===== src/rtl/core/rtps_pkg.sv =====
`timescale 1ns / 1ps
// ----------------------------------------------------------------------------
// rtps_pkg: shared types and constants for the prescaler search
// Constants of the 13.56 MHz timer setup and the controller/datapath link.
// ----------------------------------------------------------------------------
package rtps_pkg;

	localparam int DELAY_W = 16;
	localparam int NUM_W   = 32;
	localparam int PRESC_W = 12;
	localparam int RELOAD_W = 16;
	localparam int DIVR_W  = 16;
	localparam int CNT_W   = 5;

	// reader clock in kHz: 14 bits are enough for 13560
	localparam int CLK_KHZ_W = 14;
	localparam logic [CLK_KHZ_W-1:0] CLK_KHZ      = 14'd13560;
	localparam logic [PRESC_W-1:0]   PRESC_LIMIT  = 12'hFFF;
	localparam logic [RELOAD_W-1:0]  RELOAD_LIMIT = 16'hFFFF;
	// divisor of the last try, at prescaler PRESC_LIMIT - 1
	localparam logic [DIVR_W-1:0]    FALLBACK_DIVR =
		{3'b000, PRESC_LIMIT - 12'd1, 1'b1};
	localparam logic [CNT_W-1:0]     DIV_LAST = CNT_W'(NUM_W - 1);

	typedef enum logic [2:0] {
		ST_IDLE,
		ST_START1,
		ST_DIV1,
		ST_START2,
		ST_DIV2,
		ST_DONE
	} rtps_state_t;

	typedef struct packed {
		logic load_num;
		logic div_start;
		logic div_second;
		logic div_step;
		logic load_out;
	} rtps_cmd_t;

	typedef struct packed {
		logic div_last;
	} rtps_status_t;

endpackage


===== src/rtl/core/rtps_datapath.sv =====
`timescale 1ns / 1ps
// ----------------------------------------------------------------------------
// rtps_datapath: numerator, shared restoring divider and result registers
// First divide gives N / 0xFFFF, which fixes the prescaler; second divide
// gives the reload value N / (2p + 1).
// ----------------------------------------------------------------------------
module rtps_datapath (
	input  logic                            clk,
	input  logic                            arst_n,
	input  rtps_pkg::rtps_cmd_t             cmd,
	output rtps_pkg::rtps_status_t          status,
	input  logic [rtps_pkg::DELAY_W-1:0]    delay_ms,
	output logic [rtps_pkg::PRESC_W-1:0]    prescaler,
	output logic [rtps_pkg::RELOAD_W-1:0]   reload,
	output logic                            out_of_range
);

	localparam int PROD_W = rtps_pkg::DELAY_W + rtps_pkg::CLK_KHZ_W;

	logic [rtps_pkg::NUM_W-1:0]    num_q;
	logic [rtps_pkg::NUM_W-1:0]    quo_q;
	logic [rtps_pkg::DIVR_W-1:0]   rem_q;
	logic [rtps_pkg::DIVR_W-1:0]   divr_q;
	logic [rtps_pkg::CNT_W-1:0]    cnt_q;
	logic [rtps_pkg::PRESC_W-1:0]  presc_q;
	logic                          oor_q;

	logic [PROD_W-1:0]             prod;
	logic [rtps_pkg::DIVR_W:0]     trial;
	logic                          trial_ge;
	logic [17:0]                   q_inc;
	logic [16:0]                   p_full;
	logic                          fits;
	logic [rtps_pkg::DIVR_W-1:0]   divr_next;

	assign prod = PROD_W'(delay_ms) * PROD_W'(rtps_pkg::CLK_KHZ);

	assign trial    = {rem_q, quo_q[rtps_pkg::NUM_W-1]};
	assign trial_ge = trial >= {1'b0, divr_q};

	// smallest p with 2p + 1 > N / 0xFFFF
	assign q_inc  = {1'b0, quo_q[16:0]} + 18'd1;
	assign p_full = q_inc[17:1];
	assign fits   = p_full < {5'd0, rtps_pkg::PRESC_LIMIT};
	assign divr_next = fits ? {p_full[14:0], 1'b1} : rtps_pkg::FALLBACK_DIVR;

	assign status.div_last = cnt_q == rtps_pkg::DIV_LAST;

	always_ff @(posedge clk or negedge arst_n) begin
		if (!arst_n) begin
			cnt_q <= '0;
		end else if (cmd.div_start) begin
			cnt_q <= '0;
		end else if (cmd.div_step) begin
			cnt_q <= cnt_q + 1'b1;
		end
	end

	always_ff @(posedge clk) begin
		if (cmd.load_num) begin
			num_q <= rtps_pkg::NUM_W'(prod) - 32'd1;
		end
		if (cmd.div_start) begin
			rem_q <= '0;
			quo_q <= num_q;
			if (cmd.div_second) begin
				divr_q  <= divr_next;
				presc_q <= fits ? p_full[rtps_pkg::PRESC_W-1:0] : rtps_pkg::PRESC_LIMIT;
				oor_q   <= !fits;
			end else begin
				divr_q <= rtps_pkg::RELOAD_LIMIT;
			end
		end else if (cmd.div_step) begin
			// restoring step: shift in the next numerator bit
			if (trial_ge) begin
				rem_q <= rtps_pkg::DIVR_W'(trial - {1'b0, divr_q});
			end else begin
				rem_q <= trial[rtps_pkg::DIVR_W-1:0];
			end
			quo_q <= {quo_q[rtps_pkg::NUM_W-2:0], trial_ge};
		end
		if (cmd.load_out) begin
			prescaler    <= presc_q;
			reload       <= quo_q[rtps_pkg::RELOAD_W-1:0];
			out_of_range <= oor_q;
		end
	end

endmodule


===== src/rtl/core/rtps_ctrl.sv =====
`timescale 1ns / 1ps
// ----------------------------------------------------------------------------
// rtps_ctrl: sequencer for the prescaler search
// Runs two 32-step divisions per request and hands off the result.
// ----------------------------------------------------------------------------
module rtps_ctrl (
	input  logic                    clk,
	input  logic                    arst_n,
	input  logic                    in_valid,
	output logic                    in_stall,
	output logic                    out_valid,
	input  logic                    out_stall,
	output rtps_pkg::rtps_cmd_t     cmd,
	input  rtps_pkg::rtps_status_t  status
);

	rtps_pkg::rtps_state_t state_q;
	rtps_pkg::rtps_state_t state_next;
	logic                  out_valid_q;
	logic                  out_free;

	assign out_free  = !out_valid_q || !out_stall;
	assign in_stall  = state_q != rtps_pkg::ST_IDLE;
	assign out_valid = out_valid_q;

	always_comb begin
		state_next = state_q;
		unique case (state_q)
			rtps_pkg::ST_IDLE: begin
				if (in_valid) state_next = rtps_pkg::ST_START1;
			end
			rtps_pkg::ST_START1: state_next = rtps_pkg::ST_DIV1;
			rtps_pkg::ST_DIV1: begin
				if (status.div_last) state_next = rtps_pkg::ST_START2;
			end
			rtps_pkg::ST_START2: state_next = rtps_pkg::ST_DIV2;
			rtps_pkg::ST_DIV2: begin
				if (status.div_last) state_next = rtps_pkg::ST_DONE;
			end
			rtps_pkg::ST_DONE: begin
				if (out_free) state_next = rtps_pkg::ST_IDLE;
			end
			default: state_next = rtps_pkg::ST_IDLE;
		endcase
	end

	always_comb begin
		cmd = '0;
		unique case (state_q)
			rtps_pkg::ST_IDLE:   cmd.load_num = in_valid;
			rtps_pkg::ST_START1: cmd.div_start = 1'b1;
			rtps_pkg::ST_DIV1:   cmd.div_step = 1'b1;
			rtps_pkg::ST_START2: begin
				cmd.div_start  = 1'b1;
				cmd.div_second = 1'b1;
			end
			rtps_pkg::ST_DIV2:   cmd.div_step = 1'b1;
			rtps_pkg::ST_DONE:   cmd.load_out = out_free;
			default:             cmd = '0;
		endcase
	end

	always_ff @(posedge clk or negedge arst_n) begin
		if (!arst_n) begin
			state_q     <= rtps_pkg::ST_IDLE;
			out_valid_q <= 1'b0;
		end else begin
			state_q <= state_next;
			if (cmd.load_out) begin
				out_valid_q <= 1'b1;
			end else if (!out_stall) begin
				out_valid_q <= 1'b0;
			end
		end
	end

endmodule


===== src/rtl/core/rf_timer_prescaler_search.sv =====
`timescale 1ns / 1ps
// ----------------------------------------------------------------------------
// rf_timer_prescaler_search: timer prescaler and reload for a 13.56 MHz clock
// Turns a timeout in milliseconds into the first fitting prescaler and reload.
// ----------------------------------------------------------------------------
// Usage:
//   Input channel in_valid/in_stall carries delay_ms; output channel
//   out_valid/out_stall carries prescaler, reload and out_of_range.
//   Each request gives exactly one result.
//   The shared radix-2 divider runs 32 steps for N / 0xFFFF and then
//   32 steps for N / (2p + 1).
//   A new request is taken only once the last one is in the output register;
//   in_stall is high while a request is in work.
//   The next request is taken while a finished result still waits in the
//   output register; if that result is still stalled when the next one is
//   done, the block holds the new one until the receiver takes the old.
//   Reset clears the sequencer and the output valid; no clearing pass.
// ----------------------------------------------------------------------------
module rf_timer_prescaler_search (
	input  logic                           clk,
	input  logic                           arst_n,
	input  logic                           in_valid,
	output logic                           in_stall,
	input  logic [rtps_pkg::DELAY_W-1:0]   delay_ms,
	output logic                           out_valid,
	input  logic                           out_stall,
	output logic [rtps_pkg::PRESC_W-1:0]   prescaler,
	output logic [rtps_pkg::RELOAD_W-1:0]  reload,
	output logic                           out_of_range
);

	rtps_pkg::rtps_cmd_t    cmd;
	rtps_pkg::rtps_status_t status;

	rtps_ctrl u_ctrl (
		.clk       (clk),
		.arst_n    (arst_n),
		.in_valid  (in_valid),
		.in_stall  (in_stall),
		.out_valid (out_valid),
		.out_stall (out_stall),
		.cmd       (cmd),
		.status    (status)
	);

	rtps_datapath u_datapath (
		.clk          (clk),
		.arst_n       (arst_n),
		.cmd          (cmd),
		.status       (status),
		.delay_ms     (delay_ms),
		.prescaler    (prescaler),
		.reload       (reload),
		.out_of_range (out_of_range)
	);

endmodule


===== config.mk =====
export PLATFORM = sky130hd
export DESIGN_NAME = rf_timer_prescaler_search
export DESIGN_NICKNAME = d
export VERILOG_FILES = /design/src/rtl/core/rtps_pkg.sv /design/src/rtl/core/rtps_datapath.sv /design/src/rtl/core/rtps_ctrl.sv /design/src/rtl/core/rf_timer_prescaler_search.sv
export SDC_FILE = /design/constraint.sdc
export NUM_CORES = 1
export LEC_CHECK = 0
export BUFFER_PORTS_ARGS = -buffer_cell sky130_fd_sc_hd__buf_2
export CORE_AREA = 2 2 179 181
export DETAILED_ROUTE_END_ITERATION = 10
export DIE_AREA = 0 0 181 183
export GPL_TIMING_DRIVEN = 0
export PLACE_DENSITY = 0.52
export SETUP_SLACK_MARGIN = 0.2
export SYNTH_ARGS = -nofsm -noshare
export SYNTH_HDL_FRONTEND = slang
export SYNTH_SLANG_ARGS = --single-unit

===== constraint.sdc =====
create_clock -name clk -period 7.8 [get_ports clk]
set_input_delay 1.17 -clock clk [delete_from_list [all_inputs] [get_ports clk]]
set_output_delay 1.17 -clock clk [all_outputs]
set_load 0.05 [all_outputs]

# == Word level (Yosys, flattened, before mapping) ==
# Cells that the tools add are included.
# W data, S select, Z words.
# totals
ff_bits,147
input_bits,20
out_inout_bits,31
# op_classes
add_sub_neg,4
multipliers,1
order_cmp,2
eq_ne,11
n_mux,18
n_reduce_logical,12
# ops
cell,count
$mux W32,2
$mux W16,2
$sub A30 B1 Y31 const B,1
$mul A16 B11 Y27 const B,1
$add A17 B1 Y18 const B,1
$pmux W3 S6,1
$ge A17 B16 Y1,1
$lt A17 B12 Y1 const B,1
$sub A16 B16 Y16,1
$mux W3,4
$mux W5,2
$mux W1,7
$eq A3 B2 Y1 const B,2
$eq A3 B3 Y1 const B,2
$ne A2 B2 Y1 const B,3
$add A5 B1 Y5 const B,1
$eq A5 B5 Y1 const B,1
$ne A2 B1 Y1 const B,2
$reduce_and A2 Y1,2
$reduce_and A4 Y1,1
$reduce_or A2 Y1,2
$eq A3 B1 Y1 const B,1
$logic_not A1 Y1,3
$logic_not A3 Y1,1
other kinds (3),3

# == Depth between registers and ports, before layout ==
# Gate-level depths: netlist (run 1).
# logic_depth
word_depth,5
ltp_mapped,23
depth_no_buf,22

# == Hierarchy ==
# Synthesis (run 1) repeated with hierarchy kept, for this count alone.
# unflattened
cells_unflattened,1013
hier_area_um2,11060.6
# modules_own_cells
mod,n_inst,cells_per_inst,area_each_um2,seq_area_each_um2
rtps_datapath,1,988,10816.6,3958.8
rtps_ctrl,1,25,244.0,100.1

# == Least setup slack after synthesis (run 1) ==
# Ideal clock, no wire load.
# synth_timing
kind,input port to flip-flop
startpoint,input delay_ms[4] (netlist bit)
endpoint,"register u_datapath.num_q[24] (netlist bit), data pin"
setup_time_ns,0.262
arrival_ns,5.888
setup_slack_ns,1.650
stages,20
n_path_buf,0
cell_sequence,inv_1 -> fa_1 -> inv_1 -> ha_1 -> fa_1 -> fa_1 -> inv_1 -> fa_1 -> inv_1 -> ha_1 -> a21o_1 -> or3_1 -> o21ai_2 -> o21ai_2 -> xor2_2 -> nor4_4 -> nand3_4 -> nor3_2 -> nand2_1 -> xor2_1
# synth_between
elab_chain_len,2
# synth_rtl
element,line_no,text
from (decl),rf_timer_prescaler_search.sv:24,"input logic [rtps_pkg::DELAY_W-1:0] delay_ms,"
$mul A16 B11 Y27,rtps_datapath.sv:36,assign prod = PROD_W'(delay_ms) * PROD_W'(rtps_pkg::CLK_KHZ);
$sub A30 B1 Y31,rtps_datapath.sv:61,num_q <= rtps_pkg::NUM_W'(prod) - 32'd1;
to (signal assigned),rtps_datapath.sv:61,
to (decl),rtps_datapath.sv:20,logic [rtps_pkg::NUM_W-1:0] num_q;
# No other way between the ends.
# A chain may end at the register's enable or synchronous reset.

# == Final worst setup path (run 1) ==
# layout_timing
startpoint,input delay_ms[0] (netlist bit)
endpoint,"register u_datapath.num_q[24] (netlist bit), data pin"
# The elaborated chain is that of the path after synthesis.

==> flow_metrics.tcl, run 1 <==
set metrics [dict create \
    drv_slew 0 \
    path_cells "buf_2 -> inv_1 -> ha_1 -> ha_1 -> inv_1 -> fa_1 -> inv_1 -> fa_1 -> inv_1 -> fa_1 -> inv_1 -> ha_1 -> buf_2 -> a21oi_1 -> nor2_1 -> a211oi_2 -> o2bb2ai_2 -> a21boi_0 -> xnor2_1 -> nand3_4 -> nor3_2 -> nand2_1 -> xor2_1" \
    cp.arrival_ns 6.69 \
    drv_cap 0 \
    startpoint_type "input pin" \
    wl_per_cell_um 13.8 \
    h-tree-depth 4 \
    endpoint_kind "flip-flop" \
    cp_top_family "adder cells" \
    drc_errors 0 \
    r2r-end "u_datapath.quo_q[3]" \
    grt_pass1_vias 7209 \
    dp.cells 1482 \
    r2r_slack_ns 4.16 \
    status "finished clean" \
    insertion_delay_ns 0.42 \
    fin_skew_ns 0.00941 \
    grt_max_degree 33 \
    area_delta_synth_final_pct 13.3 \
    min_path_type "flip-flop to flip-flop" \
    grt_pass1_wl_mm 35.7 \
    clkSlewWorstSetupHoldPaths_ns 0.06 \
    whs_path_depth 0 \
    seq_area_frac_synth_pct 37.8 \
    stdcell_count 1514 \
    io-pin-count 51 \
    crit_slowest_cell "fa_1" \
    cts_tree "built" \
    postSynthAreaPerCell_um2 10.5 \
    avgViaCountPerCell 4.61 \
    core_area_um2 31200 \
    root_buffer "clkbuf_16" \
    fin_crit_ns 6.53 \
    drt_first_pass_iters 4 \
    fp.dieH_um 183 \
    min_to "u_datapath.prescaler[10]" \
    synth_edf_count 117 \
    cts_setup_buffers 0 \
    layout-drive-gt1-share_pct 10.2 \
    finalWeightedCongestion 0.788 \
    worst-path-stages 23 \
    worstPathRequired_ns 7.96 \
    syn-instance-count 1028 \
    vias 6975 \
    dp_hpwl_mm 16.6 \
    crit_fanout 10 \
    cts_made_buffers 17 \
    async_flop_share_pct 6.34 \
    n_antenna_cell 0 \
    syn_nets 1236 \
    synthFlopType "edfxtp_1" \
    fmax_ghz 0.153 \
    setup-tns-final_ns 0 \
    finalSetupViolCount 0 \
    grt_usage_pct 13.3 \
    crit_buf_inv 7 \
    r2r_start "u_ctrl.state_q[1]" \
    crit_top_cell "inv_1" \
    ctsHoldBuffers 0 \
    overflow 0 \
    synth_cell_type_count 70 \
    max_stage_delay_ns 0.55 \
    cts_resized 0 \
    dieWidth_um 181 \
    routed_wl_mm 20.9 \
    ys_ff_latch 142 \
    hp-start "u_datapath.presc_q[10]" \
    crit_type "input pin to flip-flop" \
    ant_nets 0 \
    clk_path_buf_depth 2 \
    io_buffers 50 \
    rows 65 \
    fin_crit_sh_pct 83.7 \
    die-area_um2 33100 \
    initial_utilization_pct 34.4 \
    worst_pin_slew_ns 1.26 \
    rsz0062_at_grt "no" \
    synth_area_um2 10700 \
    drt_iter0_drc 324 \
    hold_violations 0 \
    antenna_found_initial 0 \
    clock-sinks 142 \
    ff2ff_path_depth 6 \
    yosysWarnings 0 \
    final_nets 1307 \
    relSlewSlack_pct 16.0 \
]
## worst reg2reg max path: stages (launching register included)
cell      delay [ns]
dfrtp_1         0.36
clkbuf_1        0.21
nand2b_1        0.23
a21oi_1         0.75
nor2_1          0.41
clkbuf_1        0.34
inv_1           0.95
## flip-flops by register name, indices dropped and copies added (netlist names)
name,count
u_datapath.out_of_range,1
u_datapath.reload,16
u_datapath.cnt_q,5
u_datapath.presc_q,12
u_ctrl.state_q,3
u_datapath.prescaler,12
u_datapath.quo_q,32
u_ctrl.out_valid,1
u_datapath.divr_q,15
u_datapath.oor_q,1
u_datapath.num_q,28
u_datapath.rem_q,16
## per-stage QoR
step	hold WS (ns)	setup slack, ns	util (%)	instance area [um2]
final	0.415	1.27	39.0	12200
after global routing	0.423	0.899	39.0	12200
after CTS	0.418	1.19	39.0	12200
after detailed placement	0.405	0.781	37.0	11500
after global placement	0.405	0.772	36.8	11500
after floorplan	0.400	1.65	-	10700
## worst max path at each step
stage / slack (ns) / start / end
2_1_floorplan: 1.65 / delay_ms[4] / u_datapath.num_q[24]
4_1_cts: 1.19 / delay_ms[0] / u_datapath.num_q[24]
5_1_grt: 0.90 / delay_ms[0] / u_datapath.num_q[24]
3_5_place_dp: 0.78 / delay_ms[0] / u_datapath.num_q[24]
6_report: 1.27 / delay_ms[0] / u_datapath.num_q[24]
3_3_place_gp: 0.77 / delay_ms[0] / u_datapath.num_q[29]
## Yosys cell counts, types with 16 or more instances
| master | number | area, um2 |
|---|---|---|
| xnor2_1 | 37 | 324 |
| xor2_1 | 39 | 342 |
| nand2_1 | 167 | 627 |
| a21oi_1 | 23 | 115 |
| inv_1 | 159 | 597 |
| a21o_1 | 20 | 150 |
| edfxtp_1 | 117 | 3510 |
| o21ai_0 | 34 | 170 |
| nand3_1 | 18 | 90.1 |
| dfxtp_1 | 16 | 320 |
| fa_1 | 75 | 1500 |
| nor2_1 | 36 | 135 |
| ha_1 | 113 | 1410 |
## per-layer routing
metal  global-route usage [%]  vias up  routed length (um)
met1                     18.1     3292               10400
met5                        0        -                   0
li1                         -     3593                   -
met4                     2.73        0                 130
met3                     1.89        9                 449
met2                     22.7       81                9930
## layout by cell type (no fill, tap or decap), drive strengths merged, types with 6 or more instances in the layout
cell,n
fa,75
nand2b,11
a21o,20
nand2,167
xor2,41
edfxtp,117
and2,6
o21bai,6
buf,55
nor3,11
dfrtp,9
dfxtp,16
and3,8
a211oi,7
nand3,19
o21ai,38
nand4,11
xnor2,37
mux2i,12
inv,169
ha,113
clkbuf,32
nor4,8
a21oi,24
nor2,37
## layout make-up
type                       instances  area (um2)
fill                            3114       19100
multi-input combinational        707        6020
sequential                       142        4060
inverter                         161         604
tap                              402         503
clock buffer                      17         425
timing repair buffer              52         285
clock inverter                    15         199
buffer                            18        73.8
## kinds of logic after synthesis
logic type      synth area share (%)
simple gates                    13.3
fa+ha+maj                       27.1
buf+inv                         6.31
flops                           37.8
compound gates                  7.85
xor+xnor                        6.50
mux                             1.12
Power of run 1 is not shown: default switching activity piles up to over one toggle a cycle in this logic, so the estimate is an artifact.
==> inputs of run 2 (changes only) <==
Clock period 7.8 ns to 6.8 ns, I/O delays scaled along.
==> flow_metrics.tcl, run 2 (same netlist as run 1, synthesis figures left out) <==
set metrics [dict create \
    status "finished clean" \
    crit_slowest_cell "fa_1" \
    finalHoldWorstSlack_ns 0.415 \
    worstPathRequired_ns 6.97 \
    fp.dieH_um 183 \
    relSlewSlack_pct 17.2 \
    rsz0062_at_grt "no" \
    clk_path_buf_depth 2 \
    max_stage_delay_ns 0.55 \
    min_path_type "flip-flop to flip-flop" \
    rows 65 \
    wl_per_cell_um 13.8 \
    grt_usage_pct 13.3 \
    crit_fanout 10 \
    core_area_um2 31200 \
    vias 6987 \
    io_buffers 50 \
    avgViaCountPerCell 4.61 \
    cp.arrival_ns 6.42 \
    setup-tns-final_ns 0 \
    dp_hpwl_mm 16.6 \
    top_regs "u_datapath.quo_q x32, u_datapath.num_q x28" \
    largest_register "u_datapath.quo_q" \
    h-tree-depth 4 \
    drv_slew 0 \
    hold_violations 0 \
    ant_nets 0 \
    drt_first_pass_iters 5 \
    endpoint_kind "flip-flop" \
    finalWeightedCongestion 0.788 \
    clkSlewWorstSetupHoldPaths_ns 0.06 \
    largest_reg_flops 32 \
    fin_util_pct 39.0 \
    worst_pin_slew_ns 1.24 \
    startpoint_type "input pin" \
    dp_slack_ns -0.0689 \
    final_nets 1307 \
    grt_max_degree 33 \
    grt_pass1_vias 7209 \
    grt_pass1_wl_mm 35.7 \
    initial_utilization_pct 34.4 \
    fin_crit_sh_pct 91.9 \
    finalSetupViolCount 0 \
    cts_resized 0 \
    fin_skew_ns 0.00980 \
    crit_type "input pin to flip-flop" \
    crit_top_cell "inv_1" \
    layout_common_cells "nand2_1, inv_1, edfxtp_1, ha_1, fa_1" \
    drc_errors 0 \
    cts_tree "built" \
    fmax_ghz 0.160 \
    fillers 3115 \
    clock-sinks 142 \
    fin_crit_ns 6.25 \
    overflow 0 \
    insertion_delay_ns 0.42 \
    layout-drive-gt1-share_pct 10.4 \
    drv_cap 0 \
    root_buffer "clkbuf_16" \
    final_common_cell "nand2_1" \
    setup_slack_ns 0.550 \
    n_antenna_cell 0 \
    area_delta_synth_final_pct 13.4 \
    routed_wl_mm 20.9 \
    die-area_um2 33100 \
    io-pin-count 51 \
    path_cells "buf_2 -> inv_1 -> ha_2 -> ha_1 -> inv_1 -> fa_1 -> inv_1 -> fa_1 -> inv_1 -> fa_1 -> inv_1 -> ha_1 -> buf_2 -> a21oi_1 -> nor2_1 -> a211oi_2 -> o2bb2ai_2 -> a21boi_0 -> xnor2_1 -> nand3_4 -> nor3_4 -> nand2_1 -> xor2_1" \
    dieWidth_um 181 \
    cts_setup_buffers 0 \
    antenna_found_initial 0 \
    cts_made_buffers 17 \
    drt_iter0_drc 337 \
    ctsHoldBuffers 0 \
]
==> run 2: path summary, 6_finish.rpt <==
path,start,endpoint,slack [ns],cells after the start
max in group asynchronous,arst_n,u_datapath.cnt_q[0],6.16,1
max reg2reg,u_ctrl.state_q[1],u_datapath.quo_q[3],3.17,6
max,delay_ms[0],u_datapath.num_q[24],0.55,23
min,u_datapath.presc_q[10],u_datapath.prescaler[10],0.41,0
min reg2reg,u_datapath.presc_q[10],u_datapath.prescaler[10],0.41,0
min in group asynchronous,arst_n,u_ctrl.state_q[0],0.45,1
==> run 2: layout make-up <==
| type | instances | area (um2) | share of cell area [%] |
|---|---|---|---|
| Clock buffer | 17 | 425 | 3.49 |
| Multi-Input combinational cell | 707 | 6040 | 49.5 |
| Buffer | 18 | 73.8 | 0.606 |
| Tap cell | 402 | 503 | 4.13 |
| Clock inverter | 15 | 199 | 1.63 |
| Sequential cell | 142 | 4060 | 33.3 |
| Timing Repair Buffer | 52 | 285 | 2.34 |
| Inverter | 161 | 604 | 4.96 |
==> run 2: layer usage <==
layer | share of wire (%) | routed length [um] | GRT usage, %
met1 | 50 | 10400 | 18.1
met2 | 47 | 9890 | 22.7
met3 | 2.1 | 429 | 1.89
met4 | 0.71 | 148 | 2.73
met5 | 0 | 0 | 0
==> run 2: critical path, delay by kind of cell <==
family | cells | cell delay (ns)
xor+xnor | 2 | 0.50
fa+ha+maj | 6 | 2.59
simple gates | 4 | 0.63
compound gates | 4 | 0.89
buf+inv | 7 | 0.79
==> run 2: metrics by stage <==
stage	cells	instance area, um2
floorplan	1028	10700
global placement	1480	11500
detailed placement	1482	11500
CTS	1514	12200
global route	1514	12200
finish	1514	12200
Power of run 2 is left out for the same reason.
